`src/hw/rtl/vkns_pkg.sv`:
```
// ----------------------------------------------------------------------------
// vkns_pkg: shared definitions for the key frame NAL scanner
// Header byte test for H.264 and HEVC, codec codes, length prefix sizes.
// ----------------------------------------------------------------------------
package vkns_pkg;

    localparam int LENGTH_BITS_DEF = 32;
    localparam int LEN_ACCUM_BITS  = 32;

    localparam logic CODEC_H264 = 1'b0;
    localparam logic CODEC_HEVC = 1'b1;

    localparam logic [7:0] H264_TYPE_MASK = 8'h1f;
    localparam logic [5:0] HEVC_TYPE_MASK = 6'h3f;
    localparam logic [4:0] H264_TYPE_IDR  = 5'd5;
    localparam logic [5:0] HEVC_TYPE_LO   = 6'd16;
    localparam logic [5:0] HEVC_TYPE_HI   = 6'd21;

    typedef struct packed {
        logic accept;
        logic last;
        logic codec;
    } t_scan_ctl;

    function automatic logic hdr_is_key(input logic [7:0] hdr, input logic codec,
                                        input logic is_last);
        logic [5:0] t;
        t = hdr[6:1] & HEVC_TYPE_MASK;
        if (codec == CODEC_H264) begin
            return (hdr & H264_TYPE_MASK) == {3'b000, H264_TYPE_IDR};
        end
        if (is_last) begin
            return 1'b0;
        end
        return (t >= HEVC_TYPE_LO) && (t <= HEVC_TYPE_HI);
    endfunction

endpackage

```
`src/hw/rtl/vkns_prefix_scan.sv`:
```
// ----------------------------------------------------------------------------
// vkns_prefix_scan: length-prefixed NAL walker
// Reads 4-byte big-endian lengths, tests each NAL header and reports a key
// frame NAL only once its payload has ended within the buffer.
// ----------------------------------------------------------------------------
module vkns_prefix_scan #(
    parameter int LENGTH_BITS = vkns_pkg::LENGTH_BITS_DEF
) (
    input  logic                i_clk,
    input  logic                i_rst_n,
    input  vkns_pkg::t_scan_ctl i_ctl,
    input  logic [7:0]          i_byte,
    output logic                o_hit
);
    import vkns_pkg::*;

    typedef enum logic [1:0] {
        PH_LENGTH = 2'd0,
        PH_HEADER = 2'd1,
        PH_BODY   = 2'd2,
        PH_STOP   = 2'd3
    } t_phase;

    t_phase                    r_phase, n_phase;
    logic [1:0]                r_idx, n_idx;
    logic [LEN_ACCUM_BITS-9:0] r_accum, n_accum;
    logic [LENGTH_BITS-1:0]    r_left, n_left;
    logic                      r_pending, n_pending;
    logic                      r_hit, n_hit;
    logic [LEN_ACCUM_BITS-1:0] shifted;
    logic                      fits;
    logic                      finish;
    logic                      key;

    assign shifted = {r_accum, i_byte};
    assign fits    = (shifted >> LENGTH_BITS) == '0;
    assign key     = hdr_is_key(i_byte, i_ctl.codec, i_ctl.last);

    always_comb begin
        n_phase   = r_phase;
        n_idx     = r_idx;
        n_accum   = r_accum;
        n_left    = r_left;
        n_pending = r_pending;
        n_hit     = r_hit;
        finish    = 1'b0;
        unique case (r_phase)
            PH_LENGTH: begin
                if (r_idx == 2'd3) begin
                    n_idx   = 2'd0;
                    n_accum = '0;
                    if (shifted == '0 || !fits) begin
                        n_phase = PH_STOP;
                    end else begin
                        n_left  = shifted[LENGTH_BITS-1:0];
                        n_phase = PH_HEADER;
                    end
                end else begin
                    n_idx   = r_idx + 2'd1;
                    n_accum = shifted[LEN_ACCUM_BITS-9:0];
                end
            end
            PH_HEADER: begin
                n_pending = key;
                n_left    = r_left - LENGTH_BITS'(1);
                if (r_left == LENGTH_BITS'(1)) begin
                    finish = 1'b1;
                end else begin
                    n_phase = PH_BODY;
                end
            end
            PH_BODY: begin
                n_left = r_left - LENGTH_BITS'(1);
                finish = (r_left == LENGTH_BITS'(1));
            end
            default: begin
            end
        endcase
        if (finish) begin
            if (n_pending) begin
                n_hit   = 1'b1;
                n_phase = PH_STOP;
            end else begin
                n_phase = PH_LENGTH;
                n_idx   = 2'd0;
                n_accum = '0;
            end
            n_pending = 1'b0;
        end
    end

    assign o_hit = n_hit;

    always_ff @(posedge i_clk) begin
        if (!i_rst_n || (i_ctl.accept && i_ctl.last)) begin
            r_phase   <= PH_LENGTH;
            r_idx     <= 2'd0;
            r_accum   <= '0;
            r_left    <= '0;
            r_pending <= 1'b0;
            r_hit     <= 1'b0;
        end else if (i_ctl.accept) begin
            r_phase   <= n_phase;
            r_idx     <= n_idx;
            r_accum   <= n_accum;
            r_left    <= n_left;
            r_pending <= n_pending;
            r_hit     <= n_hit;
        end
    end

    a_left_live: assert property (@(posedge i_clk) disable iff (!i_rst_n)
        (r_phase == PH_HEADER || r_phase == PH_BODY) |-> r_left != '0)
        else $error("payload count zero inside a NAL");

    a_idx_phase: assert property (@(posedge i_clk) disable iff (!i_rst_n)
        (r_phase != PH_LENGTH) |-> (r_idx == 2'd0 && r_accum == '0))
        else $error("length bytes pending outside length phase");

    a_pending_body: assert property (@(posedge i_clk) disable iff (!i_rst_n)
        r_pending |-> r_phase == PH_BODY)
        else $error("pending key outside NAL body");

endmodule

```
`src/hw/rtl/video_keyframe_nal_scanner_core.sv`:
```
// ----------------------------------------------------------------------------
// video_keyframe_nal_scanner_core: key frame detector over a coded buffer
// Runs an Annex B start code scan and a length-prefix scan on each byte and
// reports both at the last byte of the buffer.
// Result: registered; valid in the cycle after the last byte is taken.
// Throughput: one byte per cycle; the input stalls only while a result waits.
// Reset: synchronous active low; clears scan state, codec select and result valid.
// ----------------------------------------------------------------------------
module video_keyframe_nal_scanner_core #(
    parameter int LENGTH_BITS = vkns_pkg::LENGTH_BITS_DEF
) (
    input  logic       i_clk,
    input  logic       i_rst_n,
    input  logic       i_cfg_we,
    input  logic       i_cfg_data,
    input  logic       i_in_valid,
    output logic       o_in_ready,
    input  logic [7:0] i_data_byte,
    input  logic       i_last_byte,
    output logic       o_out_valid,
    input  logic       i_out_ready,
    output logic       o_key_found,
    output logic       o_found_by_start_code,
    output logic       o_found_by_length_prefix
);
    import vkns_pkg::*;

    logic       r_codec;
    logic [1:0] r_zero_run, n_zero_run;
    logic       r_hdr_exp, n_hdr_exp;
    logic       r_sc_hit, n_sc_hit;
    logic       r_out_valid;
    logic       r_sc_res, r_lp_res;
    logic       accept;
    logic       lp_hit;
    t_scan_ctl  ctl;

    assign o_in_ready = !r_out_valid || i_out_ready;
    assign accept     = i_in_valid && o_in_ready;
    assign ctl        = '{accept: accept, last: i_last_byte, codec: r_codec};

    always_comb begin
        n_zero_run = r_zero_run;
        n_hdr_exp  = r_hdr_exp;
        n_sc_hit   = r_sc_hit;
        if (!r_sc_hit) begin
            if (r_hdr_exp) begin
                n_hdr_exp  = 1'b0;
                n_zero_run = 2'd0;
                n_sc_hit   = hdr_is_key(i_data_byte, r_codec, i_last_byte);
            end else if (i_data_byte == 8'h00) begin
                n_zero_run = r_zero_run[1] ? 2'd2 : r_zero_run + 2'd1;
            end else begin
                n_hdr_exp  = (i_data_byte == 8'h01) && r_zero_run[1];
                n_zero_run = 2'd0;
            end
        end
    end

    vkns_prefix_scan #(
        .LENGTH_BITS (LENGTH_BITS)
    ) u_prefix (
        .i_clk   (i_clk),
        .i_rst_n (i_rst_n),
        .i_ctl   (ctl),
        .i_byte  (i_data_byte),
        .o_hit   (lp_hit)
    );

    always_ff @(posedge i_clk) begin
        if (!i_rst_n) begin
            r_codec <= CODEC_H264;
        end else if (i_cfg_we) begin
            r_codec <= i_cfg_data;
        end
    end

    always_ff @(posedge i_clk) begin
        if (!i_rst_n || (accept && i_last_byte)) begin
            r_zero_run <= 2'd0;
            r_hdr_exp  <= 1'b0;
            r_sc_hit   <= 1'b0;
        end else if (accept) begin
            r_zero_run <= n_zero_run;
            r_hdr_exp  <= n_hdr_exp;
            r_sc_hit   <= n_sc_hit;
        end
    end

    always_ff @(posedge i_clk) begin
        if (!i_rst_n) begin
            r_out_valid <= 1'b0;
        end else if (accept && i_last_byte) begin
            r_out_valid <= 1'b1;
        end else if (i_out_ready) begin
            r_out_valid <= 1'b0;
        end
    end

    always_ff @(posedge i_clk) begin
        if (accept && i_last_byte) begin
            r_sc_res <= n_sc_hit;
            r_lp_res <= lp_hit;
        end
    end

    assign o_out_valid              = r_out_valid;
    assign o_found_by_start_code    = r_sc_res;
    assign o_found_by_length_prefix = r_lp_res;
    assign o_key_found              = r_sc_res | r_lp_res;

    a_hdr_no_run: assert property (@(posedge i_clk) disable iff (!i_rst_n)
        r_hdr_exp |-> r_zero_run == 2'd0)
        else $error("zero run counted across a header byte");

    a_hit_no_hdr: assert property (@(posedge i_clk) disable iff (!i_rst_n)
        r_sc_hit |-> !r_hdr_exp)
        else $error("header still expected after start code hit");

    a_run_sat: assert property (@(posedge i_clk) disable iff (!i_rst_n)
        r_zero_run != 2'd3)
        else $error("zero run beyond saturation");

    a_clear_last: assert property (@(posedge i_clk) disable iff (!i_rst_n)
        (accept && i_last_byte) |=> (r_zero_run == 2'd0 && !r_hdr_exp && !r_sc_hit
                                     && r_out_valid))
        else $error("scan state not cleared after last byte");

endmodule

```
`config.mk`:
```
export PLATFORM = sky130hd
export DESIGN_NAME = video_keyframe_nal_scanner_core
export DESIGN_NICKNAME = d
export VERILOG_FILES = /design/src/hw/rtl/vkns_pkg.sv /design/src/hw/rtl/vkns_prefix_scan.sv /design/src/hw/rtl/video_keyframe_nal_scanner_core.sv
export SDC_FILE = /design/constraint.sdc
export NUM_CORES = 1
export LEC_CHECK = 0
export ABC_AREA = 1
export BUFFER_PORTS_ARGS = -buffer_cell sky130_fd_sc_hd__buf_2
export CORE_UTILIZATION = 33
export DETAILED_ROUTE_END_ITERATION = 12
export GPL_ROUTABILITY_DRIVEN = 0
export PLACE_DENSITY = 0.52
export RECOVER_POWER = 25
export SLEW_MARGIN = 25
export SYNTH_ARGS = -nofsm -noshare
export SYNTH_HDL_FRONTEND = slang
export SYNTH_SLANG_ARGS = --single-unit
```
`constraint.sdc`:
```
create_clock -name i_clk -period 2.05 [get_ports i_clk]
set_clock_uncertainty 0.1 [all_clocks]
set_input_delay 0 -clock i_clk [delete_from_list [all_inputs] [get_ports i_clk]]
set_output_delay 0 -clock i_clk [all_outputs]
set_load 0.02 [all_outputs]
```
==> results list, run 1 <==
* # port buffers: 19
- Highest-delay cell along the critical path: dfxtp_1
- The critical path is of the reg -> reg type.
- Among all flip-flop cells after synthesis, the most frequent one is dfxtp_1.
- Measured along the y axis, the die boundary spans 116.6 µm.
* Largest cells by area after synthesis: dfxtp_1, nand2_1, nor2_1
- For the worst setup path, the data required time is 2180 ps.
- Clock latency reported for the late side of the worst-skew pair: 340 ps
- Global routing usage summed across all routing layers: 20.78%
- dfxtp_1 takes more of the synthesized area than any other cell.
- Min cycle time layout: 1923 ps
- The H-tree was split into 3 levels.
- The number of failing hold endpoints at the final stage was 0.
- Across the run, the number of max-cap violations was 0.
- Together, buffers and inverters on the worst path number 2.
- The critical path goes through inv_2 > ha_2 > nand2_1 > nor2_2 > nand2_2 > nor3_4 > nand2_4 > o21ai_4 > buf_12 > nor2_1.
- Setup violations remaining at the end of the flow were counted as 0.
- The synthesized netlist occupies a cell area of 4335 µm².
- Standard cell core area: 12720 µm²
- In this run the tightest slew margin relative to its limit is 63.28%.
* Peak fanout along the critical path: 26
- The floorplan has 41 rows.
- The flow ran to the end, and the final reports show no timing, DRC or antenna violations.
* Number of clock buffers inserted by TritonCTS: 9
- At the end of the flow, the number of nets in the layout was 760.
- Top cell types by occurrence after synthesis: nand2_1, nor2_1, inv_1
- Post-Route Setup TNS: 0 ps
* Delay of the slowest cell on the worst path: 300 ps
- Design area: 5220 µm²
- In this run, the number of DRC markers left after iteration 0 of detailed routing was 491.
* Die Outline Area: 13600 µm²
* Detail-routed net length per standard cell: 14.64 µm
- On the critical path the largest part of the delay comes from simple AND/OR/NAND/NOR gates.
- Final core utilization: 41.03%
- Leading cell type by number of instances after synthesis: nand2_1
- Maximum number of pins on one net before global-route repair: 46
- Based on the critical path, the design can be clocked at up to 0.5200 GHz.
- Final cycle utilization of the critical path: 93.81%
- The tightest min-delay check is of the in -> reg type.
- Average size of a mapped cell: 6.247 µm²
- Clock Path Buffers: 2
- Data on the critical path arrives at its endpoint at 2050 ps.
* Relative area change from synthesis to final layout: 20.40%
- Share of flip-flops with an asynchronous set or reset: 0%
- Count of TritonRoute iterations in the first routing pass: 5
- The HPWL after detailed placement is 9906 µm.
- Yosys Warn Count: 0
- After synthesis, flip-flops and latches occupy 32.78% of the total area.
- The final max-slew violation count was 0.
- Vias in the first global route: 4120
- First-pass GRT wire length: 21230 µm
- EDFF count, synth: 2
- TritonCTS built the clock tree.
- Synthesized net count: 715
* Syn Inst Count: 694
* Total power draw: 3.358 mW
* Initial antenna violation count: 0
- Worst voltage drop across the vdd grid: 366.3 µV
* Setup repair after global routing missed its margin: yes
* Total detailed-routing wirelength: 13410 µm
* Average vias per placed instance: 4.979
- Dividing total power by cell area gives a power density of 643.2 nW/µm².
- Final routed DRC violation total: 0
- For this configuration, the core starts out at a cell density of 34.08%.
- After global routing the overflow that remains totals 0.
- The repair_antennas step left the layout with diodes totalling 0.
- For this block, the via count after detailed routing is 4561.
- In this run the clock root is driven by a clkbuf_16.
- CP startpoint kind: flip-flop
- After clock tree synthesis, the clock-pin slew on the worst setup and hold paths is 50 ps.
* Area fraction of the dominant cell type after synthesis: 31.40%
- Once placement finished, the instance area stood at 4765 µm².
* Worst Setup End Kind: flip-flop
- Share of final-layout standard cells stronger than drive strength 1: 13.84%
- Sinks on the clock net: 70
- Counting the fill cells in the layout gives 1408.
- Count of state elements after synthesis: 70
- I/O Pins: 20
- In this run the horizontal extent of the chip is 116.6 µm.
- Post-DRT Antenna Nets: 0
- Pin slew with the least headroom to its limit: 550.2 ps
- Cell variety after synth: 41
- Total leakage power: 2.375 nW
## cell type report
type	count	area, µm²	share of cell area (%)
flip-flops and latches	70	1423	27.25
well taps	172	215.2	4.123
multi-input cells	521	2549	48.83
clock buffers	10	229.0	4.386
clock inverters	6	28.78	0.5513
inverters	76	286.5	5.489
repair buffers	61	489.2	9.372
## power breakdown
part / total (mW) / switching, mW / leakage (nW) / internal (mW)
logic: 0.530 / 0.332 / 1.67 / 0.198
clock network: 1.39 / 0.591 / 0.133 / 0.803
registers: 1.43 / 0.0307 / 0.571 / 1.40
## final timing paths
path / start / endpoint / slack, ps / cells after the start
worst max-delay path: u_prefix.r_left[1] / u_prefix.r_accum[12] / 130 / 10
worst min register to register: r_zero_run[0] / r_zero_run[0] / 370 / 2
worst max register to register: u_prefix.r_left[1] / u_prefix.r_accum[12] / 130 / 10
worst min-delay path: i_data_byte[6] / u_prefix.r_accum[6] / 20 / 5
## layer usage
metal	vias to the layer above	wire, µm	GRT usage, %
li1	2332	-	-
met1	2091	6434	28.51
met2	130	6126	33.14
met3	8	719	4.670
met4	0	132	4.641
met5	-	0	0
## sequential cells by signal (all words and copies together) (netlist names)
name and flops:
u_prefix.r_idx 2, u_prefix.r_left 32, r_sc_hit 1, u_prefix.r_phase 2, u_prefix.r_hit 1, o_found_by_length_prefix 1, u_prefix.r_accum 24, r_codec 1
o_out_valid 1, r_hdr_exp 1, r_zero_run 2, u_prefix.r_pending 1, o_found_by_start_code 1
## worst min-delay path, stage by stage
cell	delay, ps
buf_2	100
inv_1	110
o22ai_1	90
o21ai_1	70
nor2_1	40
## cells by family (layout without fill, tap and decap cells)
family                     Yosys count  after routing  synth area share [%]
buffers and inverters              103            153                 9.870
muxes                                1              1                0.2309
and+or+nand+nor                    364            364                 35.53
DFF                                 70             70                 32.79
AOI/OAI and AO/OA                  142            142                 18.24
xor gates and xnor gates             8              8                 1.616
adders and majority gates            6              6                 1.732
## repair_timing
action	in CTS	in global routing
setup buffers	0	3
hold endpoints to repair	11	0
pin swaps	0	2
gates resized for setup	2	22
hold buffers	11	0
setup endpoints to repair	2	39
## cells in the final DEF, fill, tap and decap left out, types with 5 or more instances in the layout
cell	instances
buf_4	25
xnor2_1	6
nand2_1	143
clkinv_2	6
clkbuf_16	9
dfxtp_1	67
nor2_2	18
nor2_1	135
o22ai_1	14
dlygate4sd3_1	11
inv_1	73
clkbuf_1	6
nand3_1	37
nand4_1	6
o221ai_1	5
o21ai_0	64
buf_2	14
o21ai_1	6
a21oi_1	41
## metrics by stage
step	std cells	hold WS [ps]	setup WS, ps
6_report	916	19.28	126.9
5_1_grt	916	82.02	-6.161
4_1_cts	913	4.157	37.62
3_5_place_dp	886	92.46	22.48
3_3_place_gp	886	89.55	0.01621
2_1_floorplan	694	-6.536	127.7
Note: power is estimated with default switching activity, not from simulation.
==> inputs of run 2 (changes only) <==
--- a/config.mk
+++ b/config.mk
@@ -10,8 +10,9 @@
 export CORE_UTILIZATION = 33
 export DETAILED_ROUTE_END_ITERATION = 12
 export GPL_ROUTABILITY_DRIVEN = 0
-export PLACE_DENSITY = 0.52
+export PLACE_DENSITY = 0.61
 export RECOVER_POWER = 25
+export SKIP_CTS_REPAIR_TIMING = 1
 export SLEW_MARGIN = 25
 export SYNTH_ARGS = -nofsm -noshare
 export SYNTH_HDL_FRONTEND = slang
==> run 2 against run 1 <==
Effect of this change:
- the run now ends with negative hold slack left
- flip-flop and latch count did not move
- sequential share of layout area fell by 0.43 points
- critical endpoint is now u_prefix.r_accum[9]
- register-to-register slack got worse by 40 ps
- sequential power barely moved
- clock power rose by 10%
- maximum frequency fell by 2.1%
- total power rose by 4.1%
- non-clock buffer count rose by 2
- setup slack got worse by 41 ps
==> results list, run 2 (same netlist as run 1, synthesis figures left out) <==
- Top library cells by usage in the layout, fill and taps aside: nand2_1, nor2_1, inv_1
- Die span in x: 116.6 µm (unchanged)
- The count of clock tree sinks is 70 (unchanged).
- Setup repair after global routing missed its margin: yes
- The fraction of layout instances using a drive strength above 1 is 15.28% (+1.4 points).
* Proportion of power drawn by combinational gates: 15.3% (-0.5 points)
- The root buffer cell chosen for the clock tree is clkbuf_16.
- Global routing usage summed across all routing layers: 19.52% (-1.3 points)
- MaxCap Viol Count: 0 (unchanged)
- The internal power contribution was 2.539 mW (+5.6%).
- The wire length per cell after detailed routing was 14.40 µm (-1.6%).
- The worst endpoint required time was 2180 ps (about the same).
- The share of the clock period used by the worst path after layout is 95.80% (+2.0 points).
- Number of clock buffers inserted by TritonCTS: 9 (unchanged)
- The via total after detailed routing was 4592 (+0.68%).
* First-pass GRT wire length: 20160 µm (-5.0%)
- The reported net switching power was 956.4 µW (+0.32%).
- The number of global-route vias before repair is 3930 (-4.6%).
- The startpoint identified for the worst register-to-register timing path is u_prefix.r_phase[1].
- Standard cell core area: 12720 µm² (unchanged)
- The number of remaining DRC errors came to 0 (unchanged).
- CTS tree: done
- CP startpoint kind: flip-flop
- Cell Chain, Critical Path: inv_1 > ha_4 > inv_2 > nor3_4 > nand2_4 > o21ai_4 > clkbuf_16 > nor2_1
* Clock network fraction of total power: 43.7% (+2.2 points)
* Final max-slew violation count: 0 (unchanged)
- The clock latency reported for the late side of the worst-skew pair was 340 ps (about the same).
- Among all stages on the critical path, the largest delay is contributed by dfxtp_1.
- Total leakage power: 2.417 nW (+1.8%)
- The number of violations reported at the end of detailed-routing iteration 0 is 435 (-11%).
- The total length of routed wires was 13220 µm (-1.4%).
- In this run the critical register-to-register path is captured at u_prefix.r_accum[9].
- Setup Crit Path Kind: reg -> reg
* Proportion of power drawn by flip-flops and latches: 41.0% (-1.7 points)
* Register-to-register setup slack: 90 ps (-40 ps)
* Final number of hold-violating endpoints: 4 (+4)
- The final net count is 762 (+0.26%).
* Min cycle time layout: 1964 ps (+40.78 ps)
- Initial standard-cell utilization of the core: 34.08% (unchanged)
- Relative area change from synthesis to final layout: 22.34%
* Top reg by flops: u_prefix.r_left
* Number of endpoints failing setup at the final stage: 0 (unchanged)
- Peak fanout along the critical path: 7 (-73%)
- Launch point of the worst path: u_prefix.r_phase[1]
- Number of flip-flops in the largest register: 32 (unchanged)
* Placement row count: 41 (unchanged)
- Result of the run: finished, violations left
- The antenna cell count came to 0 (unchanged).
* Initial antenna violation count: 0 (unchanged)
* Register clock-pin slew on the reported worst setup and hold paths: 60 ps (about the same)
- The maximum number of pins on one net before global-route repair came to 46 (unchanged).
* Worst voltage drop across the vdd grid: 447.8 µV (+22%)
- Delay of the slowest cell on the worst path: 360 ps (+60 ps)
- CTS H-tree lvls: 3 (unchanged)
* Pin slew with the least headroom to its limit: 322.3 ps (-227.9 ps)
* Registers with the highest flip-flop counts: u_prefix.r_left: 32 flops, u_prefix.r_accum: 24 flops
- Arrival @ worst endpoint: 2090 ps (+40 ps)
- The count of pins on the block boundary is 20 (unchanged).
- The worst setup path is captured at a flip-flop.
* Cell depth of the worst flop-to-flop path: 8 (-2)
- Grt ovf: 0 (unchanged)
- Filler cell count in the final layout: 1379 (-2.1%)
- Clock Path Buffers: 2 (unchanged)
* Design area: 5304 µm² (+1.6%)
- Failing checks: negative hold slack
- Final core utilization: 41.69% (+0.66 points)
- The placed standard-cell area was 4807 µm² (+0.89%).
- Worst hold-check slack: -33.20 ps (-52.48 ps)
- Leaving out fill and tap cells, the most frequent cell in the layout is nand2_1.
* F_max: 0.5092 GHz (-2.1%)
- Switching portion of total power: 27.36% (-1.0 points)
* Die Outline Area: 13600 µm² (unchanged)
- Height of the die: 116.6 µm (unchanged)
- The number of port buffers is 19 (unchanged).
- The length of the first detailed-routing pass in iterations came to 5 (unchanged).
- The min-delay analysis places its worst path in the category in -> reg.
- Half-perimeter wire length after placement: 9288 µm (-6.2%)
* Average vias per placed instance: 5.002 (+0.46%)
- The count of antenna-violating nets left after detailed routing was 0 (unchanged).
* Termination of the worst setup path: u_prefix.r_accum[9]
* Power density over the cells: 659.1 nW/µm² (+2.5%)
* Relative max-transition margin: 78.43% (+15 points)
run 2: changes by cell type in the layout (fill, tap and decap cells not counted), moves of 2 or more:
| cell | previous run | this run |
|---|---|---|
| nor2_1 | 135 | 131 |
| nor2_2 | 18 | 22 |
| buf_4 | 25 | 30 |
| dlygate4sd3_1 | 11 | 6 |
| clkbuf_16 | 9 | 11 |
| ha_2 | 1 | 3 |
| ha_1 | 4 | 2 |
run 2: cell type report:
cell class | instances | area (µm²) | share of cell area (%)
clock buffers | 11 | 232.7 | 4.388
repair buffers | 63 | 535.5 | 10.10
well taps | 172 | 215.2 | 4.058
clock inverters | 5 | 50.05 | 0.9436
multi-input cells | 521 | 2561 | 48.29
flip-flops and latches | 70 | 1423 | 26.82
inverters | 76 | 286.5 | 5.402
run 2: through the flow:
step                      worst slack (ps)  total power, mW  instances  hold WS [ps]  TNS, ps
after global placement               35.30            1.957        890         92.94        0
after floorplan                      127.7            1.799        694        -6.536        0
after detailed placement             21.03            1.955        890         96.72        0
after CTS                          -0.1330            3.471        906        -255.5  -0.1330
final                                86.13            3.496        918        -33.20        0
after global routing                -9.042            3.635        918         10.02   -22.60
run 2: per-layer routing:
| metal | GRT usage, % | up-vias | share of wire (%) |
|---|---|---|---|
| li1 | - | 2333 | - |
| met1 | 26.11 | 2107 | 45 |
| met2 | 31.99 | 133 | 47 |
| met3 | 3.373 | 19 | 5.9 |
| met4 | 5.992 | 0 | 1.9 |
| met5 | 0 | - | 0 |
run 2: critical path, delay by kind of cell (launching register included):
| kind | cells | cell delay, ps |
|---|---|---|
| AND/OR/NAND/NOR | 3 | 460 |
| adder cells (fa/ha/maj) | 1 | 290 |
| flip-flops | 1 | 360 |
| buffers and inverters | 3 | 380 |
| AO/OA/AOI/OAI | 1 | 260 |
run 2: worst min-delay path by stage:
stage | start | to | cells after the start
after global routing | i_data_byte[1] | u_prefix.r_left[1] | 5
after global placement | i_cfg_we | r_codec | 2
after floorplan | i_cfg_we | r_codec | 1
final | i_data_byte[1] | u_prefix.r_left[1] | 5
after CTS | i_cfg_we | r_codec | 2
after detailed placement | i_cfg_we | r_codec | 2
run 2: power by group through the flow:
stage	logic (mW)	registers, mW	clock network (mW)
global route	0.597	1.44	1.60
global placement	0.496	1.46	0
finish	0.535	1.43	1.53
floorplan	0.343	1.46	0
CTS	0.499	1.43	1.54
detailed placement	0.495	1.46	0
==> inputs of run 3 (changes only) <==
--- a/config.mk
+++ b/config.mk
@@ -12,6 +12,7 @@
 export GPL_ROUTABILITY_DRIVEN = 0
 export PLACE_DENSITY = 0.61
 export RECOVER_POWER = 25
+export REMOVE_ABC_BUFFERS = 1
 export SKIP_CTS_REPAIR_TIMING = 1
 export SLEW_MARGIN = 25
 export SYNTH_ARGS = -nofsm -noshare
==> constraint.sdc (replaced) <==
create_clock -name i_clk -period 2.05 [get_ports i_clk]
set_clock_uncertainty 0.1 [all_clocks]
set_input_delay 0.1025 -clock i_clk [delete_from_list [all_inputs] [get_ports i_clk]]
set_output_delay 0.1025 -clock i_clk [all_outputs]
set_load 0.02 [all_outputs]
==> run 3 against run 2 <==
Effect of this change:
- the flow now finishes without violations
- die area is the same
- setup slack gained 53 ps
- wire length shrank 6.5%
- clock power grew 15%
- critical path depth grew 1
- clock-buffer cell count shrank 1
- cell count shrank 0.98%
- largest cell class unchanged
==> results list, run 3 (same netlist as run 1, synthesis figures left out) <==
* CP startpoint kind: flip-flop
- Peak fanout along the critical path: 27 (+20)
- TritonCTS built the clock tree.
- The largest registers in the layout are u_prefix.r_left: 32 flops, u_prefix.r_accum: 24 flops.
* Post-DRT Antenna Nets: 0 (unchanged)
* Placement row count: 41 (unchanged)
- The slew at the pin closest to its max-slew limit was 440.2 ps (+117.9 ps).
* Register clock-pin slew on the reported worst setup and hold paths: 60 ps (about the same)
* DP Area: 4775 µm² (-0.68%)
- The path with the worst hold slack has its endpoint at o_out_valid.
- Detail-routed net length per standard cell: 13.61 µm (-5.5%)
* Buffer cell driving the clock tree root: clkbuf_16
* Number of clock buffers inserted by TritonCTS: 9 (unchanged)
* Die span in x: 116.6 µm (unchanged)
* Register-to-register setup slack: 140 ps (+50 ps)
* Initial antenna violation count: 0 (unchanged)
* Number of flip-flops in the largest register: 32 (unchanged)
- F_max: 0.5234 GHz (+2.8%)
- Delay of the slowest cell on the worst path: 380 ps (+20 ps)
- Global routing usage summed across all routing layers: 19.67% (+0.15 points)
- Power density over the cells: 713.7 nW/µm² (+8.3%)
- Cell count after placement: 889 (-0.11%)
* Grt ovf: 0 (unchanged)
- The fraction of layout instances using a drive strength above 1 is 13.70% (-1.6 points).
- Number of endpoints failing setup at the final stage: 0 (unchanged)
* Result of the run: completed
* Final routed DRC violation total: 0 (unchanged)
* Worst Setup End Kind: flip-flop
- Worst endpoint required time: 2180 ps (about the same)
- Post-Layout Cell Count: 909 (-0.98%)
* Die Outline Area: 13600 µm² (unchanged)
- The count of clock tree sinks was 70 (unchanged).
- The register cell area after layout was 1421 µm² (about the same).
- Setup Crit Path Kind: reg -> reg
* Worst voltage drop across the vdd grid: 426.8 µV (-4.7%)
- Min cycle time layout: 1911 ps (-53.32 ps)
- The relative slew slack came to 70.42% (-8.0 points).
- The minimum setup slack in the final design is 139.5 ps (+53.32 ps).
* Total power draw: 3.697 mW (+5.8%)
- Arrival @ worst endpoint: 2040 ps (-50 ps)
- Height of the die: 116.6 µm (unchanged)
* Tightest Hold Check Type: in -> reg
* Count of TritonRoute iterations in the first routing pass: 5 (unchanged)
- Cell Chain, Critical Path: inv_1 > ha_1 > buf_4 > buf_4 > nand3_1 > o21ai_0 > nand2_1 > o21ai_0 > nor2_1
- Clock Path Buffers: 2 (unchanged)
* Top reg by flops: u_prefix.r_left
* Standard cell core area: 12720 µm² (unchanged)
* Launch point of the worst path: u_prefix.r_phase[0]
- Vias in the first global route: 4074 (+3.7%)
* Final cycle utilization of the critical path: 93.20% (-2.6 points)
- The total length of routed wires is 12370 µm (-6.5%).
- Reg-to-reg critical path endpoint: u_prefix.r_left[4]
- Initial standard-cell utilization of the core: 34.08% (unchanged)
* Half-perimeter wire length after placement: 9122 µm (-1.8%)
* I/O Pins: 20 (unchanged)
* Dpl ws: 118.1 ps (+97.03 ps)
- Average vias per placed instance: 4.934 (-1.4%)
* Vias after detailed routing: 4485 (-2.3%)
- The final instance area came to 5180 µm² (-2.3%).
* Hold Path Stages: 6 (+1)
- The number of port buffers came to 19 (unchanged).
- The total negative setup slack is 0 ps (unchanged).
* Highest-delay cell along the critical path: dfxtp_1
- The fill cell instance count of the final layout is 1393 (+1.0%).
- The library cell used most frequently in the layout, excluding fill and tap cells, is nand2_1.
* Setup repair after global routing missed its margin: no
- The logic depth of the worst register-to-register path was 9 (+1).
* Top library cells by usage in the layout, fill and taps aside: nand2_1, nor2_1, inv_1
* Relative area change from synthesis to final layout: 19.48%
* Worst hold-check slack: 37.04 ps (+70.24 ps)
- Final max-slew violation count: 0 (unchanged)
- The antenna cell count was 0 (unchanged).
* MaxCap Viol Count: 0 (unchanged)
- Maximum number of pins on one net before global-route repair: 30 (-35%)
- Final number of hold-violating endpoints: 0 (-4)
* Buffering stage count on the worst path with inverters included: 3 (unchanged)
* CTS H-tree lvls: 3 (unchanged)
* Min-Delay Startpoint: i_out_ready
* Post-layout nets: 753 (-1.2%)
* DRC marker count from the first detailed-route iteration: 326 (-25%)
- Total leakage power: 2.361 nW (-2.3%)
- The clock latency reported for the late side of the worst-skew pair came to 340 ps (about the same).
* Area taken by multi-input logic gates: 2526 µm² (-1.4%)
- In this design, the largest share of critical-path delay is due to buffers and inverters.
- The wire length of the first global-routing pass came to 20270 µm (+0.55%).
- Critical register-to-register path startpoint: u_prefix.r_phase[0]
- Final core utilization: 40.72% (-0.97 points)
run 3: cell types whose count changed in the layout (fill, tap and decap cells not counted), sizes merged:
cell and change:
bufinv +1, clkinv -4, buf -4, clkinvlp +1, inv +3, dlygate4sd3 -3
clkbuf -3
run 3: final cells by class:
type,count,share of cell area (%)
tap,172,4.155
sequential,70,27.44
timing repair buffer,54,7.729
multi-input combinational,521,48.77
clock inverter,6,1.763
inverter,76,5.531
clock buffer,10,4.614
run 3: worst max path at each step:
stage                     endpoint  slack (ps)  cells after the start
4_1_cts        u_prefix.r_left[22]         100                      9
3_3_place_gp   u_prefix.r_left[22]         100                      9
6_report        u_prefix.r_left[4]         140                      9
2_1_floorplan  u_prefix.r_accum[0]        -830                      7
5_1_grt         u_prefix.r_left[4]           1                      9
3_5_place_dp   u_prefix.r_left[22]         120                      9
run 3: worst register-to-register path, stage by stage, from the launching register on:
cell and delay [ps]:
dfxtp_1 380, inv_1 60, ha_1 310, buf_4 310, buf_4 280, nand3_1 90
o21ai_0 80, nand2_1 60, o21ai_0 70, nor2_1 50
run 3: where the power goes:
| group | total (mW) | internal (mW) | switching [mW] |
|---|---|---|---|
| sequential | 1.43 | 1.40 | 0.0307 |
| combinational | 0.508 | 0.190 | 0.319 |
| clock | 1.76 | 1.11 | 0.648 |
| total | 3.70 | 2.70 | 0.998 |
run 3: metal layers:
metal | vias to the layer above | share of wire [%] | global-route usage, %
met5 | - | 0 | 0
met4 | 0 | 2.6 | 8.523
met3 | 20 | 5.1 | 3.944
met2 | 132 | 44 | 30.73
met1 | 2007 | 48 | 26.26
li1 | 2326 | - | -
